File: config.mk
export PLATFORM = sky130hd
export DESIGN_NAME = positional_list_insert_delete_find_flat
export DESIGN_NICKNAME = d
export VERILOG_FILES = /design/src/rtl/plid_pkg.sv /design/src/rtl/plid_req_if.sv /design/src/rtl/plid_rsp_if.sv /design/src/rtl/positional_list_insert_delete_find.sv /design/src/flat_wrapper.sv
export SDC_FILE = /design/constraint.sdc
export NUM_CORES = 1
export LEC_CHECK = 0
export BUFFER_PORTS_ARGS = -buffer_cell sky130_fd_sc_hd__buf_2
export CAP_MARGIN = 20
export CORE_ASPECT_RATIO = 2
export CORE_MARGIN = 10
export CORE_UTILIZATION = 35
export CTS_CLUSTER_DIAMETER = 60
export DETAILED_ROUTE_END_ITERATION = 7
export GPL_TIMING_DRIVEN = 0
export PLACE_DENSITY = 0.56
export SLEW_MARGIN = 20
export SYNTH_ARGS = -nofsm -noshare
export SYNTH_HDL_FRONTEND = slang
export SYNTH_SLANG_ARGS = --single-unit
File: constraint.sdc
create_clock -name clock -period 8 [get_ports clock]
set_input_delay 0.8 -clock clock [delete_from_list [all_inputs] [get_ports clock]]
set_output_delay 0.8 -clock clock [all_outputs]
set_load 0.1 [all_outputs]
File: src/rtl/plid_pkg.sv
// Package for the positional list block: sizes, operation and status codes,
// and the sequencer state type. Depends on nothing.
`default_nettype none

package plid_pkg;

   localparam int CAPACITY = 32;
   localparam int ADDR_W   = $clog2(CAPACITY);
   localparam int CNT_W    = $clog2(CAPACITY + 1);
   localparam int OP_W     = 2;
   localparam int POS_W    = 6;
   localparam int DATA_W   = 32;
   localparam int STAT_W   = 3;

   localparam logic [CNT_W-1:0] CAP_COUNT = CNT_W'(CAPACITY);

   typedef enum logic [OP_W-1:0] {
      OP_INSERT = 2'd0,
      OP_DELETE = 2'd1,
      OP_FIND   = 2'd2,
      OP_CLEAR  = 2'd3
   } op_type;

   typedef enum logic [STAT_W-1:0] {
      ST_OK       = 3'd0,
      ST_FULL     = 3'd1,
      ST_RANGE    = 3'd2,
      ST_EMPTY    = 3'd3,
      ST_NOTFOUND = 3'd4
   } status_type;

   typedef enum logic [2:0] {
      S_IDLE,
      S_INS_RD,
      S_INS_WR,
      S_INS_PUT,
      S_DEL_CHK,
      S_DEL_WR,
      S_FIND_RD,
      S_FIND_CMP
   } state_type;

endpackage

`default_nettype wire

File: src/rtl/plid_req_if.sv
// Request channel of the positional list block: valid/ready plus one operation.
// Depends on plid_pkg for the field widths.
`default_nettype none

interface plid_req_if;
   import plid_pkg::*;

   logic                     valid;
   logic                     ready;
   logic [OP_W-1:0]          operation;
   logic [POS_W-1:0]         position;
   logic signed [DATA_W-1:0] value;

   modport source (output valid, output operation, output position, output value,
                   input ready);
   modport sink   (input valid, input operation, input position, input value,
                   output ready);
endinterface

`default_nettype wire

File: src/rtl/plid_rsp_if.sv
// Response channel of the positional list block: valid/ready plus one result.
// Depends on plid_pkg for the field widths.
`default_nettype none

interface plid_rsp_if;
   import plid_pkg::*;

   logic              valid;
   logic              ready;
   logic [STAT_W-1:0] status;
   logic [ADDR_W-1:0] found_position;
   logic [CNT_W-1:0]  element_count;
   logic              is_empty;

   modport source (output valid, output status, output found_position,
                   output element_count, output is_empty, input ready);
   modport sink   (input valid, input status, input found_position,
                   input element_count, input is_empty, output ready);
endinterface

`default_nettype wire

File: src/rtl/positional_list_insert_delete_find.sv
// Throughput: one operation at a time; one memory read and write port does every move.
// The next request is taken once the previous result transfer has completed.
// Reset (synchronous, active high) empties the list and clears the sequencer and
// the result valid; the element memory is not cleared and needs no sweep.
`default_nettype none

module positional_list_insert_delete_find
   import plid_pkg::*;
(
   input  wire          clock,
   input  wire          reset,
   plid_req_if.sink     req_if,
   plid_rsp_if.source   rsp_if
);

   // The list lives in a single-port-write, single-port-read memory. Only the
   // entries below the element count are ever read, so no valid bits are kept.
   logic [DATA_W-1:0] mem [CAPACITY];
   logic [DATA_W-1:0] rd_data_ff;

   // Sequencer state and the position walker shared by all three loops.
   state_type         state_ff, state_in;
   logic [CNT_W-1:0]  idx_ff, idx_in;
   logic [CNT_W-1:0]  count_ff, count_in;

   // Request fields captured at the transfer; payload, so no reset.
   logic [POS_W-1:0]  pos_ff;
   logic [DATA_W-1:0] val_ff;

   // Result register, which decouples the sequencer from the consumer.
   logic              rsp_valid_ff;
   status_type        rsp_status_ff;
   logic [ADDR_W-1:0] rsp_where_ff;
   logic [CNT_W-1:0]  rsp_count_ff;
   logic              rsp_empty_ff;

   // Memory port controls driven by the sequencer.
   logic              mem_we;
   logic [ADDR_W-1:0] mem_waddr;
   logic [DATA_W-1:0] mem_wdata;
   logic [ADDR_W-1:0] mem_raddr;

   // Completion of one operation and what its result carries.
   logic              done;
   status_type        done_status;
   logic [ADDR_W-1:0] done_where;

   logic              req_xfer;
   logic [CNT_W-1:0]  idx_dec;
   logic [CNT_W-1:0]  idx_inc;
   op_type            req_op;

   // A new request is taken only when the sequencer is idle and the previous
   // result has already left the result register.
   assign req_if.ready = (state_ff == S_IDLE) && !rsp_valid_ff;
   assign req_xfer     = req_if.valid && req_if.ready;
   assign req_op       = op_type'(req_if.operation);

   // The shared decrementer and incrementer that walk the list.
   assign idx_dec = idx_ff - CNT_W'(1);
   assign idx_inc = idx_ff + CNT_W'(1);

   always_comb begin
      state_in    = state_ff;
      idx_in      = idx_ff;
      count_in    = count_ff;
      mem_we      = 1'b0;
      mem_waddr   = '0;
      mem_wdata   = '0;
      mem_raddr   = '0;
      done        = 1'b0;
      done_status = ST_OK;
      done_where  = '0;

      case (state_ff)
         S_IDLE: begin
            if (req_xfer) begin
               case (req_op)
                  OP_INSERT: begin
                     // A full list is reported before a bad position.
                     if (count_ff == CAP_COUNT) begin
                        done        = 1'b1;
                        done_status = ST_FULL;
                     end else if (req_if.position > count_ff) begin
                        done        = 1'b1;
                        done_status = ST_RANGE;
                     end else if (req_if.position == count_ff) begin
                        // Appending needs no shift.
                        state_in = S_INS_PUT;
                     end else begin
                        // Shift from the top down to make room at the position.
                        idx_in   = count_ff;
                        state_in = S_INS_RD;
                     end
                  end
                  OP_DELETE: begin
                     // This also rejects every delete on an empty list.
                     if (req_if.position >= count_ff) begin
                        done        = 1'b1;
                        done_status = ST_RANGE;
                     end else begin
                        idx_in   = req_if.position + CNT_W'(1);
                        state_in = S_DEL_CHK;
                     end
                  end
                  OP_FIND: begin
                     if (count_ff == '0) begin
                        done        = 1'b1;
                        done_status = ST_EMPTY;
                     end else begin
                        idx_in   = '0;
                        state_in = S_FIND_RD;
                     end
                  end
                  OP_CLEAR: begin
                     count_in = '0;
                     done     = 1'b1;
                  end
                  default: begin
                     done = 1'b1;
                  end
               endcase
            end
         end

         // Insert: move entry idx-1 up to idx, one entry per read/write pair.
         S_INS_RD: begin
            mem_raddr = idx_dec[ADDR_W-1:0];
            state_in  = S_INS_WR;
         end
         S_INS_WR: begin
            mem_we    = 1'b1;
            mem_waddr = idx_ff[ADDR_W-1:0];
            mem_wdata = rd_data_ff;
            idx_in    = idx_dec;
            state_in  = (idx_dec == pos_ff) ? S_INS_PUT : S_INS_RD;
         end
         S_INS_PUT: begin
            mem_we    = 1'b1;
            mem_waddr = pos_ff[ADDR_W-1:0];
            mem_wdata = val_ff;
            count_in  = count_ff + CNT_W'(1);
            done      = 1'b1;
            state_in  = S_IDLE;
         end

         // Delete: move entry idx down to idx-1 until the end of the list.
         S_DEL_CHK: begin
            if (idx_ff < count_ff) begin
               mem_raddr = idx_ff[ADDR_W-1:0];
               state_in  = S_DEL_WR;
            end else begin
               count_in = count_ff - CNT_W'(1);
               done     = 1'b1;
               state_in = S_IDLE;
            end
         end
         S_DEL_WR: begin
            mem_we    = 1'b1;
            mem_waddr = idx_dec[ADDR_W-1:0];
            mem_wdata = rd_data_ff;
            idx_in    = idx_inc;
            state_in  = S_DEL_CHK;
         end

         // Find: read each held entry in turn and compare it with the key.
         S_FIND_RD: begin
            mem_raddr = idx_ff[ADDR_W-1:0];
            state_in  = S_FIND_CMP;
         end
         S_FIND_CMP: begin
            if (rd_data_ff == val_ff) begin
               done       = 1'b1;
               done_where = idx_ff[ADDR_W-1:0];
               state_in   = S_IDLE;
            end else if (idx_inc < count_ff) begin
               idx_in   = idx_inc;
               state_in = S_FIND_RD;
            end else begin
               done        = 1'b1;
               done_status = ST_NOTFOUND;
               state_in    = S_IDLE;
            end
         end

         default: begin
            state_in = S_IDLE;
         end
      endcase
   end

   // Sequencer and list length.
   always_ff @(posedge clock) begin
      if (reset) begin
         state_ff <= S_IDLE;
         idx_ff   <= '0;
         count_ff <= '0;
      end else begin
         state_ff <= state_in;
         idx_ff   <= idx_in;
         count_ff <= count_in;
      end
   end

   // Request capture.
   always_ff @(posedge clock) begin
      if (req_xfer) begin
         pos_ff <= req_if.position;
         val_ff <= req_if.value;
      end
   end

   // Element memory with a registered read port.
   always_ff @(posedge clock) begin
      if (mem_we) begin
         mem[mem_waddr] <= mem_wdata;
      end
      rd_data_ff <= mem[mem_raddr];
   end

   // Result register. The count shown is the one left by the operation.
   always_ff @(posedge clock) begin
      if (reset) begin
         rsp_valid_ff <= 1'b0;
      end else if (done) begin
         rsp_valid_ff <= 1'b1;
      end else if (rsp_if.ready) begin
         rsp_valid_ff <= 1'b0;
      end
   end

   always_ff @(posedge clock) begin
      if (done) begin
         rsp_status_ff <= done_status;
         rsp_where_ff  <= done_where;
         rsp_count_ff  <= count_in;
         rsp_empty_ff  <= (count_in == '0);
      end
   end

   assign rsp_if.valid          = rsp_valid_ff;
   assign rsp_if.status         = rsp_status_ff;
   assign rsp_if.found_position = rsp_where_ff;
   assign rsp_if.element_count  = rsp_count_ff;
   assign rsp_if.is_empty       = rsp_empty_ff;

endmodule

`default_nettype wire

File: src/flat_wrapper.sv
// flat-port wrapper written by rule: the top's interface ports become plain ports
module positional_list_insert_delete_find_flat import plid_pkg::*;
  (clock, reset, req_if_valid, req_if_operation, req_if_position, req_if_value, req_if_ready, rsp_if_valid, rsp_if_status, rsp_if_found_position, rsp_if_element_count, rsp_if_is_empty, rsp_if_ready);
  plid_req_if req_if_i ();
  plid_rsp_if rsp_if_i ();
  input  wire clock;
  input  wire reset;
  input wire logic [$bits(req_if_i.valid)-1:0] req_if_valid;
  input wire logic [$bits(req_if_i.operation)-1:0] req_if_operation;
  input wire logic [$bits(req_if_i.position)-1:0] req_if_position;
  input wire logic [$bits(req_if_i.value)-1:0] req_if_value;
  output wire logic [$bits(req_if_i.ready)-1:0] req_if_ready;
  output wire logic [$bits(rsp_if_i.valid)-1:0] rsp_if_valid;
  output wire logic [$bits(rsp_if_i.status)-1:0] rsp_if_status;
  output wire logic [$bits(rsp_if_i.found_position)-1:0] rsp_if_found_position;
  output wire logic [$bits(rsp_if_i.element_count)-1:0] rsp_if_element_count;
  output wire logic [$bits(rsp_if_i.is_empty)-1:0] rsp_if_is_empty;
  input wire logic [$bits(rsp_if_i.ready)-1:0] rsp_if_ready;
  assign req_if_i.valid = req_if_valid;
  assign req_if_i.operation = req_if_operation;
  assign req_if_i.position = req_if_position;
  assign req_if_i.value = req_if_value;
  assign req_if_ready = req_if_i.ready;
  assign rsp_if_valid = rsp_if_i.valid;
  assign rsp_if_status = rsp_if_i.status;
  assign rsp_if_found_position = rsp_if_i.found_position;
  assign rsp_if_element_count = rsp_if_i.element_count;
  assign rsp_if_is_empty = rsp_if_i.is_empty;
  assign rsp_if_i.ready = rsp_if_ready;
  positional_list_insert_delete_find u_core (.clock(clock), .reset(reset), .req_if(req_if_i), .rsp_if(rsp_if_i));
endmodule
### Word level (Yosys, flattened, before mapping)

Memory sizes are Yosys's and may differ from the RTL's. A register that Yosys moved wholly into a read port is not among the register bits.
Index checks and enable logic that the tools add are counted.

| storage, ports and cells | value |
|---|---|
| flip-flop bits (word level) | 69 |
| bits in writable memories | 1024 |
| input port bits | 44 |
| output and inout bits | 17 |
| logic and storage cells | 111 |
| memories kept | 1 |

Memories:

| memory | words | bits a word | read ports | clocked after Yosys merged registers in | write ports | line | source |
|---|---|---|---|---|---|---|---|
| u_core.mem | 32 | 32 | 1 | 1 | 1 | positional_list_insert_delete_find.sv:18 | `logic [DATA_W-1:0] mem [CAPACITY];` |

| cells by class | value |
|---|---|
| add/sub/neg operators | 5 |
| magnitude comparators | 4 |
| equal/unequal tests | 23 |
| mux-type cells | 54 |
| reductions and logical operators | 14 |

Operators with widths:

| operator | number |
|---|---|
| 6-bit two-way mux | 11 |
| 32-bit one-hot mux with 2 select lines | 1 |
| 3-bit two-way mux | 12 |
| 6-bit one-hot mux with 3 select lines | 2 |
| 32-bit equality test | 1 |
| 5-bit one-hot mux with 3 select lines | 2 |
| 3-bit one-hot mux with 8 select lines | 1 |
| 6-bit one-hot mux with 4 select lines | 1 |
| 6-bit by 1-bit adder with 6-bit output, second input constant | 3 |
| 3-bit one-hot mux with 3 select lines | 2 |
| 3-bit inequality test, second input constant | 5 |
| 1-bit two-way mux | 13 |
| 3-bit equality test, second input constant | 4 |
| 6-bit equality test | 2 |
| 6-bit zero test | 2 |
| 6-bit less-than comparator | 2 |
| 6-bit by 1-bit subtractor with 6-bit output, second input constant | 2 |
| 2-bit two-way mux | 5 |
| 10-bit AND reduction | 1 |
| 1-bit one-hot mux with 4 select lines | 2 |
| 3-bit by 2-bit equality test with 1-bit output, second input constant | 2 |
| 6-bit equality test, second input constant | 1 |
| 6-bit greater-or-equal comparator | 1 |
| 6-bit greater-than comparator | 1 |
| other kinds (18) | 21 |

### Longest topological paths before layout

Gate-level depths: netlist of the first run.

| depth | value |
|---|---|
| word-level depth | 7 |
| gate-level depth with buffers | 14 |
| depth with buffers taken out | 13 |

### Worst setup path before layout of the first run

Ideal clock, no wire load.

| timing | value |
|---|---|
| path kind | register -> register |
| start point | register u_core.idx_ff[0] |
| end point | memory u_core.mem[4][0] (enable) |
| library setup time | 0.468 ns |
| data arrival time | 4.395 ns |
| required time | 7.532 ns |
| setup slack | 3.137 ns |
| cell stages (with the launch flop) | 10 |
| path buffers | 2 |
| clock period less this slack | 4.863 ns |
| cells stage by stage | dfxtp_1 -> clkbuf_1 -> inv_1 -> ha_1 -> clkbuf_1 -> nand2_1 -> xor2_1 -> o21ai_1 -> nand2b_1 -> nor3b_1 |

| on the way | value |
|---|---|
| cells in the longest elaborated chain, start to end | 2 |

Ends and longest elaborated chain:

| what | line | source |
|---|---|---|
| from (decl) | positional_list_insert_delete_find.sv:23 | `logic [CNT_W-1:0] idx_ff, idx_in;` |
| from (signal assigned) | positional_list_insert_delete_find.sv:200 | `idx_ff <= idx_in;` |
| 6-bit by 1-bit subtractor with 6-bit output | positional_list_insert_delete_find.sv:60 | `assign idx_dec = idx_ff - CNT_W'(1);` |
| 5-bit one-hot mux with 3 select lines * | positional_list_insert_delete_find.sv:75 | `case (state_ff)` |
| to (decl) | positional_list_insert_delete_find.sv:18 |  |

Mark *: on every way between the ends. The rest lies on a longest branch, timed or not.

### Worst setup path in the final report of the first run

| timing | value |
|---|---|
| start point | register u_core.count_ff[5] |
| end point | register u_core.rd_data_ff[0] (read register of u_core.mem) |

| on the way | value |
|---|---|
| cells in the longest elaborated chain, start to end | 3 |

Ends and longest elaborated chain:

| what | line | source |
|---|---|---|
| from (decl) | positional_list_insert_delete_find.sv:24 | `logic [CNT_W-1:0] count_ff, count_in;` |
| from (signal assigned) | positional_list_insert_delete_find.sv:201 | `count_ff <= count_in;` |
| 6-bit less-than comparator | positional_list_insert_delete_find.sv:149 | `if (idx_ff < count_ff) begin` |
| 5-bit two-way mux | positional_list_insert_delete_find.sv:149 |  |
| 5-bit one-hot mux with 3 select lines | positional_list_insert_delete_find.sv:75 |  |
| to (decl) | positional_list_insert_delete_find.sv:19 | `logic [DATA_W-1:0] rd_data_ff;` |

Every way passes these cells.
A chain may end at the register's enable or synchronous reset.

==> results.cfg, run 1 <==
[yosys]
synthCells = 3198
synth_top_cell_by_area = edfxtp_1
yosysSeqAreaShare_pct = 74.7
synthMuxAreaShare_pct = 0.202
yosys.area_share.adder_pct = 0.842
synthTopCellsByArea = edfxtp_1 73%, a21oi_1 6.0%, nand2_1 4.6%
synthesis.nets = 3272
synth_edf_count = 1077
yosysWarnings = 0
synth.most_common_cell = edfxtp_1
synth_xor_area_share_pct = 0.983
synth_area_mm2 = 0.0446
synth_area_per_cell_um2 = 13.9
synth-main-ff-cell = edfxtp_1
ys_types = 58
synth_compound_area_share_pct = 14.1
synth_top_area_share_pct = 72.6
ys_ff_latch = 1125
synth_common_cells = 1077 x edfxtp_1, 549 x nand2_1, 530 x a21oi_1, 257 x a22oi_1, 134 x o22ai_1
synth_top_family_by_area = compound AO/OA/AOI/OAI gates
synthSimpleGateAreaFrac_pct = 6.61
async_flop_share_pct = 0

[clock_network]
clkLatencyLatePin_ns = 0.72
cts_tree = built
cts_buffer_depth = 3
h-tree-depth = 3
root_buffer = clkbuf_16
cts.sinks = 1125
cts_setup_buffers = 0
clk_pin_slew_ns = 0.07
cts_hold_buf = 0
cts.repair.resized = 0
cts_buffers = 92

[detailed_routing]
drc_errors = 0
wire_per_inst_um = 30.3
drt-initial-drc-count = 2585
dr.pass1.iters = 8
avgViaCountPerCell = 5.61
ant_nets = 0
wl_um = 156000
vias = 28936

[floorplan]
num_rows = 185
io-pin-count = 61
die_area_mm2 = 0.143
design.core.area_mm2 = 0.127
die_w_um = 272
chipHeight_um = 525
start_util_pct = 35.1

[timing]
finalSetupViolations = 0
rsz0062_at_grt = false
max_freq_ghz = 0.206
hold_violations = 0
worst_slew_margin_rel_pct = 14.2
hold_slack_ns = 0.251
finalCritPeriodShare_pct = 60.6
tightest_slew_ns = 1.29
clock_skew_ns = 0.0385
postLayoutSetupSlackWorst_ns = 3.15
fin_crit_ns = 4.85
report.final.slew_viol_count = 0
tns_ns = 0

[global_routing]
grt_start_max_net_pins = 42
gr-total-overflow = 0
first_global_vias = 29799
grt_pass1_wl_um = 216000
busiest_layer = met2
grtUsageMet3_pct = 3.51
gr-usage-met2_pct = 41.2
grt_usage_pct = 21.3
antenna_found_initial = 8
grt_use_met1_pct = 18.9

[finish]
fin_area_mm2 = 0.0513
area_growth_pct = 15.1
final_cells = 5161
regArea_mm2 = 0.0333
fin_util_pct = 40.4
multi_input_area_mm2 = 0.0104
fillers = 11903
final_layout_size_suffix_gt1_share_pct = 13.6
fin_nets = 3472

[placed_design]
place_congestion = 0.974
place_area_mm2 = 0.0480
dp.cells = 4987
preCtsSetupSlack_ns = 3.46
hpwl_um = 113000
port_buffers = 60

[critical_path]
crit_fanout = 10
required_ns = 8.52
crit_type = flop to flop
arrival_ns = 5.36
endpoint_kind = flop
start_kind = flop

[power_and_ir_drop]
p_per_area_mw_per_mm2 = 422
leakagePower_nw = 16.4
vdd_drop_max_mv = 0.208
power_mw = 21.7

[min_path]
min_path_type = input pin to flop

[flow_run]
max_cap_violations = 0

[status]
status = finished clean
==> registers in the layout, summed over array words and instances (netlist names) <==
register,cells
u_core.rsp_if.valid,1
u_core.idx_ff,6
u_core.rsp_if.is_empty,1
u_core.mem,1024
u_core.state_ff,3
u_core.rsp_if.status,3
u_core.rd_data_ff,32
u_core.pos_ff,6
u_core.count_ff,6
u_core.rsp_if.found_position,5
u_core.rsp_if.element_count,6
u_core.val_ff,32
==> cell families after synthesis <==
| logic type | Yosys count |
|---|---|
| AOI/OAI and AO/OA | 1028 |
| and+or+nand+nor | 717 |
| xor gates and xnor gates | 50 |
| muxes | 9 |
| DFF | 1125 |
| buffers and inverters | 239 |
| adders and majority gates | 30 |
==> power breakdown <==
group / switching, mW / internal [mW]
clock: 2.22 / 2.72
combinational: 6.70 / 2.41
sequential: 0.273 / 7.34
total: 9.20 / 12.5
==> worst max-delay path, cell delays in order (launching register included) <==
cell and delay [ns]:
dfxtp_1 0.38, inv_1 0.25, ha_1 0.42, nand4_1 0.18, o2111a_1 0.28, buf_4 0.18, a21oi_2 0.19, buf_2 0.53
buf_1 0.77, a21oi_1 0.09, a22oi_1 0.26, o22ai_1 0.21, nor4_1 0.85
==> cells in the final DEF, fill, tap and decap left out, types with 32 or more instances in the layout <==
| master | Yosys | routed |
|---|---|---|
| a21oi_1 | 530 | 530 |
| a22oi_1 | 257 | 257 |
| buf_12 | 0 | 32 |
| buf_2 | 129 | 189 |
| clkbuf_1 | 59 | 73 |
| clkbuf_16 | 0 | 94 |
| dfxtp_1 | 48 | 48 |
| edfxtp_1 | 1077 | 1077 |
| nand2_1 | 549 | 549 |
| nor4_1 | 37 | 37 |
| o22ai_1 | 134 | 134 |
| xnor2_1 | 41 | 41 |
==> final cells by class <==
cell class | instances | area share [%]
Tap cell | 1683 | 4.10
Timing Repair Buffer | 106 | 2.16
Clock buffer | 110 | 4.72
Inverter | 23 | 0.168
Antenna cell | 2 | 0.00976
Clock inverter | 62 | 1.60
Multi-Input combinational cell | 1834 | 20.3
Sequential cell | 1125 | 64.9
Buffer | 216 | 2.05
==> layer usage <==
metal | share of wire (%) | wire [um]
met1 | 31 | 47600
met2 | 55 | 86600
met3 | 5.2 | 8090
met4 | 8.9 | 13800
met5 | 0.035 | 54
==> path summary, 6_finish.rpt <==
path	from	end	slack, ns	cells past startpoint
min reg2reg	u_core.state_ff[0]	u_core.state_ff[0]	0.51	2
max reg2reg	u_core.count_ff[5]	u_core.rd_data_ff[0]	3.15	12
min	req_if_value[28]	u_core.val_ff[28]	0.25	1
max	u_core.count_ff[5]	u_core.rd_data_ff[0]	3.15	12
(Power assumes the default switching activity.)
==> inputs of run 2 (changes only) <==
--- a/config.mk
+++ b/config.mk
@@ -5,6 +5,7 @@
 export SDC_FILE = /design/constraint.sdc
 export NUM_CORES = 1
 export LEC_CHECK = 0
+export ABC_AREA = 1
 export BUFFER_PORTS_ARGS = -buffer_cell sky130_fd_sc_hd__buf_2
 export CAP_MARGIN = 20
 export CORE_ASPECT_RATIO = 2
@@ -13,7 +14,7 @@
 export CTS_CLUSTER_DIAMETER = 60
 export DETAILED_ROUTE_END_ITERATION = 7
 export GPL_TIMING_DRIVEN = 0
-export PLACE_DENSITY = 0.56
+export PLACE_DENSITY = 0.58
 export SLEW_MARGIN = 20
 export SYNTH_ARGS = -nofsm -noshare
 export SYNTH_HDL_FRONTEND = slang
==> constraint.sdc (replaced) <==
create_clock -name clock -period 4.4 [get_ports clock]
set_input_delay 0.44 -clock clock [delete_from_list [all_inputs] [get_ports clock]]
set_output_delay 0.44 -clock clock [all_outputs]
set_load 0.1 [all_outputs]
==> results.cfg, run 2 <==
[status]
status = finished clean

[global_routing]
grt_pass1_wl_um = 242000
antenna_found_initial = 6
gr-total-overflow = 0
grt_usage_pct = 20.9
first_global_vias = 36003
grt_start_max_net_pins = 41

[clock_network]
clk_pin_slew_ns = 0.08
cts_buffers = 92
cts_buffer_depth = 3
cts_tree = built
clkLatencyLatePin_ns = 0.71
cts.sinks = 1125
root_buffer = clkbuf_16
h-tree-depth = 3

[detailed_routing]
drt-initial-drc-count = 2645
dr.pass1.iters = 8
avgViaCountPerCell = 4.94
drc_errors = 0
wire_per_inst_um = 23.4
vias = 36052
wl_um = 171000
ant_nets = 0

[critical_path]
startpoint = u_core.count_ff[2]
crit_type = flop to flop
critPathTopFamily = simple AND/OR/NAND/NOR gates
cpMostUsedCell = nand2_1
crit_chain = clkbuf_1, inv_1, ha_1, nand2_1, nand2_1, a21oi_2, nand4_2, nand3_4, buf_4, buf_2, nand2_1, nand3_1, nand3_1, nand3_1, nand2_1, nand2_1, nand2_1
r2r_setup_slack_ns = 0.08
rr_worst_depth = 17
rr_startpoint = u_core.count_ff[2]
cpPeakStageDelay_ns = 0.52
arrival_ns = 4.91
r2r-end = u_core.rd_data_ff[30]
endpoint_kind = flop
critPathSlowestCell = buf_2
cp.buffers_inverters = 4
crit_fanout = 11
required_ns = 4.98
start_kind = flop

[finish]
final_layout_size_suffix_gt1_share_pct = 10.5
final_cells = 7296
top_register = u_core.mem
fin_nets = 5408
area_growth_pct = 16.1
largest_register_ffs = 1024
fin_util_pct = 40.9
fin_area_mm2 = 0.0588
top_regs = u_core.mem (1024), u_core.rd_data_ff (32), u_core.val_ff (32)
final_common_cell = inv_1
layout_common_cells = 1137 x inv_1, 1115 x nand3_1, 1093 x nand2_1, 1077 x edfxtp_1, 257 x buf_2

[floorplan]
die_w_um = 289
start_util_pct = 35.2
io-pin-count = 61
chipHeight_um = 558
die_area_mm2 = 0.161
design.core.area_mm2 = 0.144
num_rows = 197

[min_path]
hold_depth = 1
min_from = req_if_position[5]
holdPathEnd = u_core.pos_ff[5]
min_path_type = input pin to flop

[yosys]
ys_ff_latch = 1125
synth_edf_count = 1077
synthTopCellsByArea = edfxtp_1 64%, nand3_1 11%, inv_1 8.4%
yosysSeqAreaShare_pct = 65.7
ys_types = 45
synth_common_cells = 1137 x inv_1, 1116 x nand3_1, 1094 x nand2_1, 1077 x edfxtp_1, 200 x buf_2
async_flop_share_pct = 0
synthesis.nets = 5149
synth_top_cell_by_area = edfxtp_1
synth_top_area_share_pct = 63.8
synth-main-ff-cell = edfxtp_1
synth_area_mm2 = 0.0507
synth_area_per_cell_um2 = 9.99
synthCells = 5075
synth.most_common_cell = inv_1
yosysWarnings = 0

[placed_design]
dp.cells = 7098
hpwl_um = 128000
place_congestion = 0.953
place_area_mm2 = 0.0556
port_buffers = 59

[timing]
finalCritPeriodShare_pct = 98.3
rsz0062_at_grt = false
report.final.slew_viol_count = 0
clock_skew_ns = 0.0305
worst_slew_margin_rel_pct = 29.0
fin_crit_ns = 4.32
tightest_slew_ns = 1.06
finalSetupViolations = 0
hold_violations = 0
max_freq_ghz = 0.231

[power_and_ir_drop]
vdd_drop_max_mv = 0.744
leakagePower_nw = 25.4
p_per_area_mw_per_mm2 = 574
power_mw = 33.8

[flow_run]
max_cap_violations = 0
run 2: logic make-up (layout without fill, tap and decap cells):
logic type,count (synthesis),in the layout,synth area share (%)
AND/OR/NAND/NOR,2389,2389,20.8
adder cells (fa/ha/maj),30,30,0.741
buffers and inverters,1404,1729,11.0
other,0,6,0
AO/OA/AOI/OAI,106,106,1.32
flip-flops,1125,1125,65.7
XOR/XNOR,21,21,0.363
run 2: repair_timing:
action	CTS	global route
hold buffers	33	0
gates resized for setup	3	2
endpoints found under the hold margin	33	0
endpoints found under the setup margin	32	24
buffers inserted	0	0
run 2: power by group:
part	switching [mW]	internal [mW]
sequential	0.318	13.1
clock	3.88	4.35
combinational	9.16	2.96
run 2: cell type report:
type,instances,area (um^2)
inverter,1148,4310
tap,1890,2360
clock buffer,115,2470
clock inverter,45,412
fill,13747,85100
antenna,6,15.0
sequential,1125,33300
multi-input combinational,2546,12400
buffer,255,1290
timing repair buffer,166,2320
run 2: stage by stage:
| step | hold WS [ns] | setup TNS [ns] | setup WS [ns] |
|---|---|---|---|
| 2_1_floorplan | 0.467 | 0 | 0.491 |
| 3_3_place_gp | 0.475 | -1841.20 | -1.76 |
| 6_report | 0.0854 | 0 | 0.0756 |
| 5_1_grt | 0.0552 | 0 | 0.0401 |
| 3_5_place_dp | 0.489 | -12.13 | -0.474 |
| 4_1_cts | 0.0426 | 0 | 0.0638 |
run 2: how the worst max path moves through the flow:
stage | cells past startpoint | end
after floorplan | 10 | u_core.idx_ff[1]
after global placement | 7 | u_core.mem[25][21]
after detailed placement | 17 | u_core.rd_data_ff[0]
after CTS | 17 | u_core.rd_data_ff[0]
after global routing | 17 | u_core.rd_data_ff[26]
final | 17 | u_core.rd_data_ff[30]
run 2: routing by layer:
layer | part of all wire, % | wire (um) | GRT usage, %
met5 | 0.0064 | 11 | 0
met4 | 11 | 18900 | 20.8
met3 | 4.9 | 8400 | 2.96
met2 | 53 | 89600 | 38.3
met1 | 31 | 53700 | 19.2
